===== src/rtl/sld_pkg.sv =====
// sld_pkg: shared types, widths and reset constants of the sta/lta event detector
// depends on nothing; used by sld_mac, sld_core and sta_lta_event_detector_top

package sld_pkg;

    // default tuning values of the top level
    localparam int unsigned BASE_GAIN_DEF      = 328;
    localparam int unsigned SHORT_ALPHA_DEF    = 1311;
    localparam int unsigned LONG_ALPHA_DEF     = 33;
    localparam int unsigned SCALE_DEF          = 256;
    localparam int unsigned ERROR_LIMIT_DEF    = 10;

    // sample status codes
    localparam logic [1:0] ST_VALID    = 2'd0;
    localparam logic [1:0] ST_OVERFLOW = 2'd1;

    // config register indexes
    localparam logic [2:0] REG_TRIGGER   = 3'd0;
    localparam logic [2:0] REG_DETRIGGER = 3'd1;
    localparam logic [2:0] REG_MIN_STA   = 3'd2;
    localparam logic [2:0] REG_MIN_LTA   = 3'd3;
    localparam logic [2:0] REG_CONFIRM   = 3'd4;
    localparam logic [2:0] REG_MAX_EVENT = 3'd5;
    localparam logic [2:0] REG_COOLDOWN  = 3'd6;
    localparam logic [2:0] REG_WARMUP    = 3'd7;

    // config reset values
    localparam logic [15:0] RST_TRIGGER   = 16'd768;
    localparam logic [15:0] RST_DETRIGGER = 16'd384;
    localparam logic [23:0] RST_MIN_STA   = 24'd256;
    localparam logic [23:0] RST_MIN_LTA   = 24'd256;
    localparam logic [31:0] RST_CONFIRM   = 32'd1000;
    localparam logic [31:0] RST_MAX_EVENT = 32'd60000;
    localparam logic [31:0] RST_COOLDOWN  = 32'd10000;
    localparam logic [31:0] RST_WARMUP    = 32'd30000;

    // datapath widths
    localparam int unsigned ACC_W = 40;   // multiply-accumulate register
    localparam int unsigned ALU_W = 27;   // shared subtract/compare unit
    localparam logic [15:0] EMA_HALF = 16'h8000;
    localparam logic [23:0] MAX24 = 24'hFFFFFF;

    typedef struct packed {
        logic [15:0] trigger_ratio;
        logic [15:0] detrigger_ratio;
        logic [23:0] min_sta_level;
        logic [23:0] min_lta_level;
        logic [31:0] confirm_ms;
        logic [31:0] max_event_ms;
        logic [31:0] cooldown_ms;
        logic [31:0] warmup_ms;
    } cfg_t;

    typedef struct packed {
        logic        event_active;
        logic        potential_pending;
        logic        event_confirmed;
        logic        report_valid;
        logic [23:0] report_peak;
        logic [31:0] report_duration_ms;
        logic [31:0] report_time_ms;
        logic        fifo_reset;
        logic [23:0] sta_level;
        logic [23:0] lta_level;
        logic [15:0] overflow_count;
    } result_t;

endpackage


===== src/rtl/sld_alu.sv =====
// sld_alu: shared subtract and compare unit, used by the square root and the divider
// depends on nothing

module sld_alu #(
    parameter int unsigned W = 27
) (
    input  logic [W-1:0] op_a,
    input  logic [W-1:0] op_b,
    output logic [W-1:0] diff,
    output logic         ge
);

    logic [W:0] wide;

    // one subtractor, borrow gives the compare
    assign wide = {1'b0, op_a} - {1'b0, op_b};
    assign diff = wide[W-1:0];
    assign ge   = ~wide[W];

endmodule


===== src/rtl/sld_mac.sv =====
// sld_mac: 16x24 multiply-accumulate used for squares, scaling and the averages
// depends on sld_pkg

module sld_mac (
    input  logic [15:0]               mul_x,
    input  logic [23:0]               mul_y,
    input  logic [15:0]               addend,
    input  logic [sld_pkg::ACC_W-1:0] acc_in,
    input  logic                      clr,
    output logic [sld_pkg::ACC_W-1:0] acc_out
);

    logic [39:0] prod;

    assign prod = {24'd0, mul_x} * {16'd0, mul_y};

    // product plus optional running sum and rounding constant
    assign acc_out = (clr ? '0 : acc_in) + sld_pkg::ACC_W'(prod)
                   + sld_pkg::ACC_W'(addend);

endmodule


===== src/rtl/sld_core.sv =====
// sld_core: sequencer and detector state; runs magnitude, averages and ratio
// depends on sld_pkg, sld_alu, sld_mac

module sld_core #(
    parameter logic [15:0] BASE_GAIN      = 16'(sld_pkg::BASE_GAIN_DEF),
    parameter logic [15:0] SHORT_ALPHA    = 16'(sld_pkg::SHORT_ALPHA_DEF),
    parameter logic [15:0] LONG_ALPHA     = 16'(sld_pkg::LONG_ALPHA_DEF),
    parameter logic [15:0] SCALE          = 16'(sld_pkg::SCALE_DEF),
    parameter logic [7:0]  ERROR_LIMIT    = 8'(sld_pkg::ERROR_LIMIT_DEF)
) (
    input  logic             aclk,
    input  logic             aresetn,
    input  sld_pkg::cfg_t    cfg,
    input  logic             in_valid,
    output logic             in_ready,
    input  logic [1:0]       in_status,
    input  logic [15:0]      in_x,
    input  logic [15:0]      in_y,
    input  logic [15:0]      in_z,
    input  logic [31:0]      in_now,
    output logic             res_valid,
    input  logic             res_ready,
    output sld_pkg::result_t res
);

    localparam logic [3:0] S_IDLE  = 4'd0;
    localparam logic [3:0] S_SQ    = 4'd1;
    localparam logic [3:0] S_SQRT  = 4'd2;
    localparam logic [3:0] S_SCALE = 4'd3;
    localparam logic [3:0] S_EA    = 4'd4;
    localparam logic [3:0] S_EB    = 4'd5;
    localparam logic [3:0] S_EW    = 4'd6;
    localparam logic [3:0] S_GATE  = 4'd7;
    localparam logic [3:0] S_DIV   = 4'd8;
    localparam logic [3:0] S_DET   = 4'd9;
    localparam logic [3:0] S_OUT   = 4'd10;

    localparam logic [1:0] E_BASE  = 2'd0;
    localparam logic [1:0] E_SHORT = 2'd1;
    localparam logic [1:0] E_LONG  = 2'd2;

    localparam int unsigned AW = sld_pkg::ACC_W;
    localparam int unsigned LW = sld_pkg::ALU_W;

    logic [3:0]  state_reg;
    logic [4:0]  cnt_reg;
    logic [1:0]  eidx_reg;

    // per-sample working registers
    logic [15:0] ax_reg, ay_reg, az_reg;
    logic [31:0] now_reg;
    logic [AW-1:0] acc_reg;
    logic [47:0] vsh_reg;
    logic [24:0] rem_reg;
    logic [23:0] root_reg;
    logic [23:0] mag_reg, corr_reg, lc_reg;
    logic [31:0] dvd_reg;

    // detector state
    logic [23:0] baseline_reg, short_reg, long_reg, peak_reg;
    logic        pend_reg, act_reg;
    logic [31:0] since_reg, start_reg, last_reg;
    logic [7:0]  err_reg;
    logic [15:0] ovf_reg;

    // per-sample pulses and report
    logic        conf_reg, rep_reg, fifo_reg;
    logic [23:0] rep_peak_reg;
    logic [31:0] rep_dur_reg, rep_time_reg;

    // shared units
    logic [LW-1:0] alu_a, alu_b, alu_diff;
    logic          alu_ge;
    logic [15:0]   mac_x, mac_add;
    logic [23:0]   mac_y;
    logic          mac_clr;
    logic [AW-1:0] mac_out;

    logic [23:0] mag_sat, new_avg, ema_avg;
    logic [15:0] ema_alpha;
    logic [8:0]  err_inc;

    // detection step results
    logic        above;
    logic        d_pend, d_act, d_conf, d_rep;
    logic [31:0] d_since, d_start, d_dur;
    logic [23:0] d_peak;

    sld_alu #(.W(LW)) u_alu (
        .op_a (alu_a),
        .op_b (alu_b),
        .diff (alu_diff),
        .ge   (alu_ge)
    );

    sld_mac u_mac (
        .mul_x   (mac_x),
        .mul_y   (mac_y),
        .addend  (mac_add),
        .acc_in  (acc_reg),
        .clr     (mac_clr),
        .acc_out (mac_out)
    );

    // scaled magnitude, saturated to 24 bits
    assign mag_sat = (acc_reg[AW-1:32] != '0) ? sld_pkg::MAX24 : acc_reg[31:8];
    assign new_avg = acc_reg[39:16];
    assign err_inc = {1'b0, err_reg} + 9'd1;

    // alpha and old average of the average being updated
    always_comb begin
        ema_alpha = BASE_GAIN;
        ema_avg   = baseline_reg;
        case (eidx_reg)
            E_SHORT: begin
                ema_alpha = SHORT_ALPHA;
                ema_avg   = short_reg;
            end
            E_LONG: begin
                ema_alpha = LONG_ALPHA;
                ema_avg   = long_reg;
            end
            default: begin
                ema_alpha = BASE_GAIN;
                ema_avg   = baseline_reg;
            end
        endcase
    end

    // operand select for the shared units
    always_comb begin
        alu_a   = '0;
        alu_b   = '0;
        mac_x   = '0;
        mac_y   = '0;
        mac_add = '0;
        mac_clr = 1'b1;
        unique case (state_reg)
            S_SQ: begin
                mac_clr = (cnt_reg == 5'd0);
                case (cnt_reg[1:0])
                    2'd0:    mac_x = ax_reg;
                    2'd1:    mac_x = ay_reg;
                    default: mac_x = az_reg;
                endcase
                mac_y = {8'd0, mac_x};
            end
            S_SQRT: begin
                alu_a = {rem_reg, vsh_reg[47:46]};
                alu_b = {1'b0, root_reg, 2'b01};
            end
            S_SCALE: begin
                mac_x = SCALE;
                mac_y = root_reg;
            end
            S_EA: begin
                mac_x = ema_alpha;
                mac_y = (eidx_reg == E_BASE) ? mag_sat : corr_reg;
            end
            S_EB: begin
                mac_clr = 1'b0;
                mac_x   = 16'(17'h10000 - {1'b0, ema_alpha});
                mac_y   = ema_avg;
                mac_add = sld_pkg::EMA_HALF;
            end
            S_DIV: begin
                alu_a = {2'b00, rem_reg[23:0], dvd_reg[31]};
                alu_b = {3'b000, lc_reg};
            end
            default: begin
                mac_clr = 1'b1;
            end
        endcase
    end

    // trigger, confirmation and end of event, in that order
    always_comb begin
        above   = (dvd_reg >= {16'd0, cfg.trigger_ratio})
                  && (short_reg >= cfg.min_sta_level);
        d_pend  = pend_reg;
        d_act   = act_reg;
        d_since = since_reg;
        d_start = start_reg;
        d_peak  = peak_reg;
        d_conf  = 1'b0;
        d_rep   = 1'b0;
        if (!d_act && !d_pend && above) begin
            d_pend  = 1'b1;
            d_since = now_reg;
        end
        if (d_pend && !d_act) begin
            if (above) begin
                if ((now_reg - d_since) >= cfg.confirm_ms) begin
                    d_act   = 1'b1;
                    d_start = d_since;
                    d_peak  = corr_reg;
                    d_conf  = 1'b1;
                end
            end else begin
                d_pend = 1'b0;
            end
        end
        d_dur = now_reg - d_start;
        if (d_act) begin
            if (corr_reg > d_peak) begin
                d_peak = corr_reg;
            end
            if ((dvd_reg < {16'd0, cfg.detrigger_ratio}) || (d_dur > cfg.max_event_ms)) begin
                d_rep = 1'b1;
            end
        end
    end

    // sequencer
    always_ff @(posedge aclk) begin
        if (!aresetn) begin
            state_reg    <= S_IDLE;
            cnt_reg      <= '0;
            eidx_reg     <= E_BASE;
            baseline_reg <= '0;
            short_reg    <= '0;
            long_reg     <= sld_pkg::RST_MIN_LTA;
            peak_reg     <= '0;
            pend_reg     <= 1'b0;
            act_reg      <= 1'b0;
            since_reg    <= '0;
            start_reg    <= '0;
            last_reg     <= '0;
            err_reg      <= '0;
            ovf_reg      <= '0;
            conf_reg     <= 1'b0;
            rep_reg      <= 1'b0;
            fifo_reg     <= 1'b0;
        end else begin
            unique case (state_reg)
                S_IDLE: begin
                    if (in_valid) begin
                        now_reg      <= in_now;
                        ax_reg       <= in_x[15] ? 16'(-in_x) : in_x;
                        ay_reg       <= in_y[15] ? 16'(-in_y) : in_y;
                        az_reg       <= in_z[15] ? 16'(-in_z) : in_z;
                        conf_reg     <= 1'b0;
                        rep_reg      <= 1'b0;
                        fifo_reg     <= 1'b0;
                        rep_peak_reg <= '0;
                        rep_dur_reg  <= '0;
                        rep_time_reg <= '0;
                        cnt_reg      <= '0;
                        if (in_status == sld_pkg::ST_OVERFLOW) begin
                            fifo_reg <= 1'b1;
                            err_reg  <= '0;
                            if (ovf_reg != 16'hFFFF) begin
                                ovf_reg <= ovf_reg + 16'd1;
                            end
                            state_reg <= S_OUT;
                        end else if (in_status != sld_pkg::ST_VALID) begin
                            if (err_inc > {1'b0, ERROR_LIMIT}) begin
                                fifo_reg <= 1'b1;
                                err_reg  <= '0;
                            end else begin
                                err_reg <= err_inc[7:0];
                            end
                            state_reg <= S_OUT;
                        end else begin
                            err_reg   <= '0;
                            state_reg <= S_SQ;
                        end
                    end
                end
                // sum of squares, one axis a cycle
                S_SQ: begin
                    acc_reg <= mac_out;
                    if (cnt_reg == 5'd2) begin
                        cnt_reg   <= '0;
                        vsh_reg   <= {mac_out[31:0], 16'd0};
                        rem_reg   <= '0;
                        root_reg  <= '0;
                        state_reg <= S_SQRT;
                    end else begin
                        cnt_reg <= cnt_reg + 5'd1;
                    end
                end
                // square root, two radicand bits a cycle
                S_SQRT: begin
                    vsh_reg  <= {vsh_reg[45:0], 2'b00};
                    rem_reg  <= alu_ge ? alu_diff[24:0] : alu_a[24:0];
                    root_reg <= {root_reg[22:0], alu_ge};
                    if (cnt_reg == 5'd23) begin
                        cnt_reg   <= '0;
                        state_reg <= S_SCALE;
                    end else begin
                        cnt_reg <= cnt_reg + 5'd1;
                    end
                end
                S_SCALE: begin
                    acc_reg   <= mac_out;
                    eidx_reg  <= E_BASE;
                    state_reg <= S_EA;
                end
                // average: alpha times new value
                S_EA: begin
                    if (eidx_reg == E_BASE) begin
                        mag_reg <= mag_sat;
                    end
                    acc_reg   <= mac_out;
                    state_reg <= S_EB;
                end
                // average: plus complement times old value, rounded
                S_EB: begin
                    acc_reg   <= mac_out;
                    state_reg <= S_EW;
                end
                S_EW: begin
                    case (eidx_reg)
                        E_BASE: begin
                            baseline_reg <= new_avg;
                            corr_reg     <= (mag_reg >= new_avg) ? mag_reg - new_avg
                                                                 : new_avg - mag_reg;
                            eidx_reg     <= E_SHORT;
                            state_reg    <= S_EA;
                        end
                        E_SHORT: begin
                            short_reg <= new_avg;
                            if (act_reg) begin
                                state_reg <= S_GATE;
                            end else begin
                                eidx_reg  <= E_LONG;
                                state_reg <= S_EA;
                            end
                        end
                        default: begin
                            long_reg  <= new_avg;
                            state_reg <= S_GATE;
                        end
                    endcase
                end
                // warm-up and cooldown check, divider set-up
                S_GATE: begin
                    dvd_reg <= {short_reg, 8'd0};
                    rem_reg <= '0;
                    cnt_reg <= '0;
                    if (long_reg > cfg.min_lta_level) begin
                        lc_reg <= long_reg;
                    end else if (cfg.min_lta_level == '0) begin
                        lc_reg <= 24'd1;
                    end else begin
                        lc_reg <= cfg.min_lta_level;
                    end
                    if ((now_reg >= cfg.warmup_ms)
                        && (act_reg || ((now_reg - last_reg) >= cfg.cooldown_ms))) begin
                        state_reg <= S_DIV;
                    end else begin
                        state_reg <= S_OUT;
                    end
                end
                // restoring division, one quotient bit a cycle
                S_DIV: begin
                    rem_reg <= {1'b0, alu_ge ? alu_diff[23:0] : alu_a[23:0]};
                    dvd_reg <= {dvd_reg[30:0], alu_ge};
                    if (cnt_reg == 5'd31) begin
                        state_reg <= S_DET;
                    end else begin
                        cnt_reg <= cnt_reg + 5'd1;
                    end
                end
                S_DET: begin
                    conf_reg  <= d_conf;
                    since_reg <= d_since;
                    start_reg <= d_start;
                    if (d_rep) begin
                        rep_reg      <= 1'b1;
                        rep_peak_reg <= d_peak;
                        rep_dur_reg  <= d_dur;
                        rep_time_reg <= now_reg;
                        last_reg     <= now_reg;
                        act_reg      <= 1'b0;
                        pend_reg     <= 1'b0;
                        peak_reg     <= '0;
                    end else begin
                        act_reg  <= d_act;
                        pend_reg <= d_pend;
                        peak_reg <= d_peak;
                    end
                    state_reg <= S_OUT;
                end
                S_OUT: begin
                    if (res_ready) begin
                        state_reg <= S_IDLE;
                    end
                end
                default: begin
                    state_reg <= S_IDLE;
                end
            endcase
        end
    end

    assign in_ready  = (state_reg == S_IDLE);
    assign res_valid = (state_reg == S_OUT);

    always_comb begin
        res.event_active       = act_reg;
        res.potential_pending  = pend_reg;
        res.event_confirmed    = conf_reg;
        res.report_valid       = rep_reg;
        res.report_peak        = rep_peak_reg;
        res.report_duration_ms = rep_dur_reg;
        res.report_time_ms     = rep_time_reg;
        res.fifo_reset         = fifo_reg;
        res.sta_level          = short_reg;
        res.lta_level          = long_reg;
        res.overflow_count     = ovf_reg;
    end

endmodule


===== src/rtl/sta_lta_event_detector_top.sv =====
// sta_lta_event_detector_top: stream wrapper, config registers and output register
// depends on sld_pkg, sld_core
//
// usage:
//  s_ channel carries one acceleration sample per transaction: status in s_tuser,
//  axes and millisecond time in s_tdata. m_ channel returns one result per sample.
//  cfg channel writes one tuning register per transaction (cfg_index, cfg_data);
//  cfg_ready is always high and registers should only be written while idle.
//  error and overflow samples skip the datapath: the core goes from idle straight to
//  its output state and the output register then drives m_tvalid. A valid sample
//  passes three squares, the 24-step square root, the scale and the averages (the
//  long term average is frozen while an event is active), then, after warm-up and
//  outside cooldown only, the 32-step ratio division; root and division share one
//  subtract/compare unit, squares, scale and averages the 16x24 multiply-accumulate.
//  throughput: one sample at a time; s_tready is low while a sample is worked on.
//  stall: the result sits in the output register while m_tready is low; the next
//  sample is taken and processed meanwhile, and waits at its end for the register.
//  reset: aresetn low for one clock clears all detector state, restores config
//  defaults and sets the long term average to the default lta floor.

module sta_lta_event_detector_top #(
    parameter logic [15:0] BASE_GAIN_Q16      = 16'(sld_pkg::BASE_GAIN_DEF),
    parameter logic [15:0] SHORT_ALPHA_Q16    = 16'(sld_pkg::SHORT_ALPHA_DEF),
    parameter logic [15:0] LONG_ALPHA_Q16     = 16'(sld_pkg::LONG_ALPHA_DEF),
    parameter logic [15:0] SCALE_Q8           = 16'(sld_pkg::SCALE_DEF),
    parameter logic [7:0]  ERROR_LIMIT        = 8'(sld_pkg::ERROR_LIMIT_DEF)
) (
    input  logic         aclk,
    input  logic         aresetn,
    // config write channel
    input  logic         cfg_valid,
    output logic         cfg_ready,
    input  logic [2:0]   cfg_index,
    input  logic [31:0]  cfg_data,
    // sample channel
    input  logic         s_tvalid,
    output logic         s_tready,
    input  logic [79:0]  s_tdata,   // accel_x, accel_y, accel_z, now_ms
    input  logic [1:0]   s_tuser,   // sample_status
    // result channel
    output logic         m_tvalid,
    input  logic         m_tready,
    // event_active, potential_pending, event_confirmed, report_peak,
    // report_duration_ms, report_time_ms, fifo_reset, sta_level, lta_level,
    // overflow_count, zero pad
    output logic [159:0] m_tdata,
    output logic         m_tuser    // report_valid
);

    sld_pkg::cfg_t    cfg_reg;
    sld_pkg::result_t core_res, out_reg;
    logic             out_valid_reg;
    logic             core_valid, core_ready;

    // config register file
    assign cfg_ready = 1'b1;

    always_ff @(posedge aclk) begin
        if (!aresetn) begin
            cfg_reg.trigger_ratio   <= sld_pkg::RST_TRIGGER;
            cfg_reg.detrigger_ratio <= sld_pkg::RST_DETRIGGER;
            cfg_reg.min_sta_level   <= sld_pkg::RST_MIN_STA;
            cfg_reg.min_lta_level   <= sld_pkg::RST_MIN_LTA;
            cfg_reg.confirm_ms      <= sld_pkg::RST_CONFIRM;
            cfg_reg.max_event_ms    <= sld_pkg::RST_MAX_EVENT;
            cfg_reg.cooldown_ms     <= sld_pkg::RST_COOLDOWN;
            cfg_reg.warmup_ms       <= sld_pkg::RST_WARMUP;
        end else if (cfg_valid) begin
            unique case (cfg_index)
                sld_pkg::REG_TRIGGER:   cfg_reg.trigger_ratio   <= cfg_data[15:0];
                sld_pkg::REG_DETRIGGER: cfg_reg.detrigger_ratio <= cfg_data[15:0];
                sld_pkg::REG_MIN_STA:   cfg_reg.min_sta_level   <= cfg_data[23:0];
                sld_pkg::REG_MIN_LTA:   cfg_reg.min_lta_level   <= cfg_data[23:0];
                sld_pkg::REG_CONFIRM:   cfg_reg.confirm_ms      <= cfg_data;
                sld_pkg::REG_MAX_EVENT: cfg_reg.max_event_ms    <= cfg_data;
                sld_pkg::REG_COOLDOWN:  cfg_reg.cooldown_ms     <= cfg_data;
                default:                cfg_reg.warmup_ms       <= cfg_data;
            endcase
        end
    end

    sld_core #(
        .BASE_GAIN      (BASE_GAIN_Q16),
        .SHORT_ALPHA    (SHORT_ALPHA_Q16),
        .LONG_ALPHA     (LONG_ALPHA_Q16),
        .SCALE          (SCALE_Q8),
        .ERROR_LIMIT    (ERROR_LIMIT)
    ) u_core (
        .aclk      (aclk),
        .aresetn   (aresetn),
        .cfg       (cfg_reg),
        .in_valid  (s_tvalid),
        .in_ready  (s_tready),
        .in_status (s_tuser),
        .in_x      (s_tdata[15:0]),
        .in_y      (s_tdata[31:16]),
        .in_z      (s_tdata[47:32]),
        .in_now    (s_tdata[79:48]),
        .res_valid (core_valid),
        .res_ready (core_ready),
        .res       (core_res)
    );

    // output register, loads when empty or being drained
    assign core_ready = !out_valid_reg || m_tready;

    always_ff @(posedge aclk) begin
        if (!aresetn) begin
            out_valid_reg <= 1'b0;
        end else if (core_ready) begin
            out_valid_reg <= core_valid;
        end
    end

    always_ff @(posedge aclk) begin
        if (core_ready && core_valid) begin
            out_reg <= core_res;
        end
    end

    assign m_tvalid = out_valid_reg;
    assign m_tuser  = out_reg.report_valid;
    assign m_tdata  = {4'd0,
                       out_reg.overflow_count,
                       out_reg.lta_level,
                       out_reg.sta_level,
                       out_reg.fifo_reset,
                       out_reg.report_time_ms,
                       out_reg.report_duration_ms,
                       out_reg.report_peak,
                       out_reg.event_confirmed,
                       out_reg.potential_pending,
                       out_reg.event_active};

endmodule


===== config.mk =====
export PLATFORM = sky130hd
export DESIGN_NAME = sta_lta_event_detector_top
export DESIGN_NICKNAME = d
export VERILOG_FILES = /design/src/rtl/sld_pkg.sv /design/src/rtl/sld_alu.sv /design/src/rtl/sld_mac.sv /design/src/rtl/sld_core.sv /design/src/rtl/sta_lta_event_detector_top.sv
export SDC_FILE = /design/constraint.sdc
export NUM_CORES = 2
export LEC_CHECK = 0
export ABC_AREA = 1
export BUFFER_PORTS_ARGS = -buffer_cell sky130_fd_sc_hd__clkbuf_2
export CAP_MARGIN = 5
export CORE_ASPECT_RATIO = 1.75
export CORE_MARGIN = 4
export CORE_UTILIZATION = 45
export CTS_CLUSTER_SIZE = 25
export DETAILED_ROUTE_END_ITERATION = 8
export PLACE_DENSITY = 0.71
export SETUP_SLACK_MARGIN = 0.2
export SYNTH_ARGS = -nofsm -noshare
export SYNTH_HDL_FRONTEND = slang
export SYNTH_SLANG_ARGS = --single-unit

===== constraint.sdc =====
create_clock -name aclk -period 15.1 [get_ports aclk]
set_input_delay 4.53 -clock aclk [delete_from_list [all_inputs] [get_ports aclk]]
set_output_delay 4.53 -clock aclk [all_outputs]
set_load 0.05 [all_outputs]

==> flow_summary.json <==
{
  "status": "finished, final reports clean",
  "grt_pass1_vias": 56342,
  "rows": 185,
  "post_cts_buffers": 0,
  "nets": 8987,
  "skew_ns": 0.1114,
  "cts_made_buffers": 96,
  "grt_usage": 0.3054,
  "fillers": 13621,
  "hold_violations": 0,
  "pwr-share-clk": 0.282,
  "die_y_um": 515.1,
  "wire_per_inst_um": 23.84,
  "combPwrFrac": 0.366,
  "cp_slowest_stage_delay_ns": 0.69,
  "crit_path_start_kind": "register",
  "postCtsResizedCells": 0,
  "drt_wl_total_um": 237000,
  "port_buffers": 280,
  "multi_input_area_um2": 34650,
  "regArea_um2": 25340,
  "required_ns": 15.44,
  "synth_common_cells": "1,342 x inv_1, 1,337 x nand2_1, 711 x a21oi_1, 658 x nor2_1, 646 x o21ai_0",
  "ant_nets": 0,
  "vias": 55961,
  "finalCriticalPeriod_ns": 12.49,
  "synth_enable_flop_cells": 550,
  "tns_ns": 0,
  "r2r_cells": 57,
  "p_leak_nw": 32.05,
  "hold_buffers": 0,
  "io_pins": 286,
  "setup_violations": 0,
  "finalCritPeriodShare": 0.8271,
  "clock_path_buffers": 3,
  "netlist_area_um2": 66120,
  "hold_depth": 0,
  "grt_overflow": 0,
  "hold_class": "reg -> reg",
  "max_freq_ghz": 0.08007,
  "start_util": 0.4541,
  "synth_most_common_cell": "inv_1",
  "root_buffer": "clkbuf_16",
  "seqPwrFrac": 0.351,
  "grt_pass1_wl_um": 347700,
  "cp_common_cell": "nand2_1",
  "setup_ws_ns": 2.610,
  "drv_cap": 0,
  "switchingPower_mw": 3.704,
  "async_flop_share": 0,
  "ir_drop_v": 0.0001002,
  "hpwl_um": 188200,
  "firstDrtPassIters": 8,
  "fp.dieW_um": 297.8,
  "core_um2": 145600,
  "largest_register_ffs": 208,
  "dp_slack_ns": 2.874,
  "max_slew_margin": 0.04025,
  "synth.area.top_cells": "edfxtp_1 25%, dfxtp_1 13%, fa_1 11%, ha_1 10%, inv_1 7.6%",
  "grt_start_max_net_pins": 105,
  "arrival_ns": 12.83,
  "die_area_um2": 153400,
  "pwr_density_cell_nw_per_um2": 127.4,
  "synth_ff_type": "edfxtp_1",
  "synth_seq_area_share": 0.3833,
  "worst_pin_slew_ns": 1.425,
  "crit_path_end_kind": "register",
  "cp_slowest_cell": "inv_2",
  "synthToLayoutAreaGrowth_pct": 10.50,
  "synth-warning-count": 0,
  "clock_sinks": 991,
  "worst-path-max-fanout": 68,
  "netSwitchingFraction": 0.3980,
  "layout-drive-gt1-share": 0.07864,
  "h-tree-depth": 3,
  "syn_inst": 7780,
  "via_per_inst": 5.628,
  "ys_types": 71,
  "drcViolationCount": 0,
  "avgSynthCellArea_um2": 8.498,
  "yosys.area.top_type": "edfxtp_1",
  "clk_latency_ns": 0.79,
  "gp_congestion": 1.090,
  "ys_ff_latch": 991,
  "path_class": "reg -> reg",
  "slew_viol_final": 0,
  "antenna_found_initial": 18,
  "synth.top_cell.area_share": 0.2498,
  "rsz0062_at_grt": "no",
  "cts_tree": "done",
  "clk_pin_slew_ns": 0.07,
  "intPower_mw": 5.602,
  "regToRegSetupSlack_ns": 2.61,
  "drt-initial-drc-count": 4694
}
[per-stage QoR]
stage,area (µm²),cells,hold WS [ns],utilization,power (mW)
2_1_floorplan,66130,7783,0.4003,-,5.588
3_3_place_gp,69470,9741,0.4016,0.4771,6.601
3_5_place_dp,69470,9741,0.4045,0.4771,6.666
4_1_cts,72920,9923,0.3576,0.5009,9.289
5_1_grt,73040,9937,0.3719,0.5017,9.788
6_report,73060,9943,0.3606,0.5018,9.306
[kinds of logic (layout without fill, tap and decap cells)]
kind of cell / Yosys count / in the layout / share of synthesized area
simple gates: 2338 / 2338 / 0.1435
xor+xnor: 184 / 184 / 0.02437
buf+inv: 1632 / 1911 / 0.09470
compound gates: 1737 / 1737 / 0.1449
mux: 9 / 9 / 0.001363
fa+ha+maj: 887 / 887 / 0.2077
flops: 991 / 991 / 0.3833
other cells: 2 / 16 / 0.0001136
[cell usage in the layout, fill, tap and decap left out, drive strengths merged, types with 6 or more instances in the layout]
cell type and n:
nand3 150, nor2 667, nor3b 6, nor3 76
o21bai 10, o211ai 68, o21ai 690, o31ai 12
dfxtp 441, a221oi 27, o22ai 41, edfxtp 550
xnor2 68, a21boi 10, nand4 31, inv 1357
diode 11, mux2i 9, clkinv 49, a31oi 44
clkbuf 398, nand2 1351, o221ai 15, ha 536
or2 17, o21a 22, buf 89, nor4 24
fa 351, a211oi 47, a21o 15, xor2 116
bufinv 13, a21oi 713
[power by group through the flow]
stage                     registers, mW  logic [mW]  clock network, mW
after floorplan                    3.38        2.21                  0
after global placement             3.32        3.28                  0
after detailed placement           3.32        3.34                  0
after CTS                          3.27        3.36               2.66
after global routing               3.28        3.74               2.77
final                              3.27        3.41               2.63
[path summary, 6_finish.rpt]
kind | from | end
worst max-delay path | u_core.dvd_reg[14] | u_core.rep_peak_reg[6]
worst min-delay path | u_core.rep_peak_reg[8] | m_tdata[11]
worst max register to register | u_core.dvd_reg[14] | u_core.rep_peak_reg[6]
worst min register to register | u_core.rep_peak_reg[8] | m_tdata[11]
[worst max-delay path: cells and delay by family, from the launching register on]
kind / cells / cell delay, ns
adder cells (fa/ha/maj): 5 / 1.87
buffers and inverters: 6 / 1.82
flip-flops: 1 / 0.44
AO/OA/AOI/OAI: 12 / 2.78
XOR/XNOR: 1 / 0.19
AND/OR/NAND/NOR: 33 / 4.78
[area by class of cell]
type / count / share of cell area
multi-input combinational: 5160 / 0.4742
sequential: 991 / 0.3469
inverter: 1359 / 0.06989
clock buffer: 117 / 0.03550
tap: 1870 / 0.03203
timing repair buffer: 370 / 0.02929
clock inverter: 65 / 0.01178
antenna: 11 / 0.0003768
[metal layers]
metal	global-route usage	vias up	wire [µm]
met2	0.5323	2443	114700
met4	0.3097	10	30870
met3	0.06137	959	16220
met1	0.2939	26648	75120
met5	0	-	64
li1	-	25901	-
Note: power is estimated with default switching activity, not from simulation.
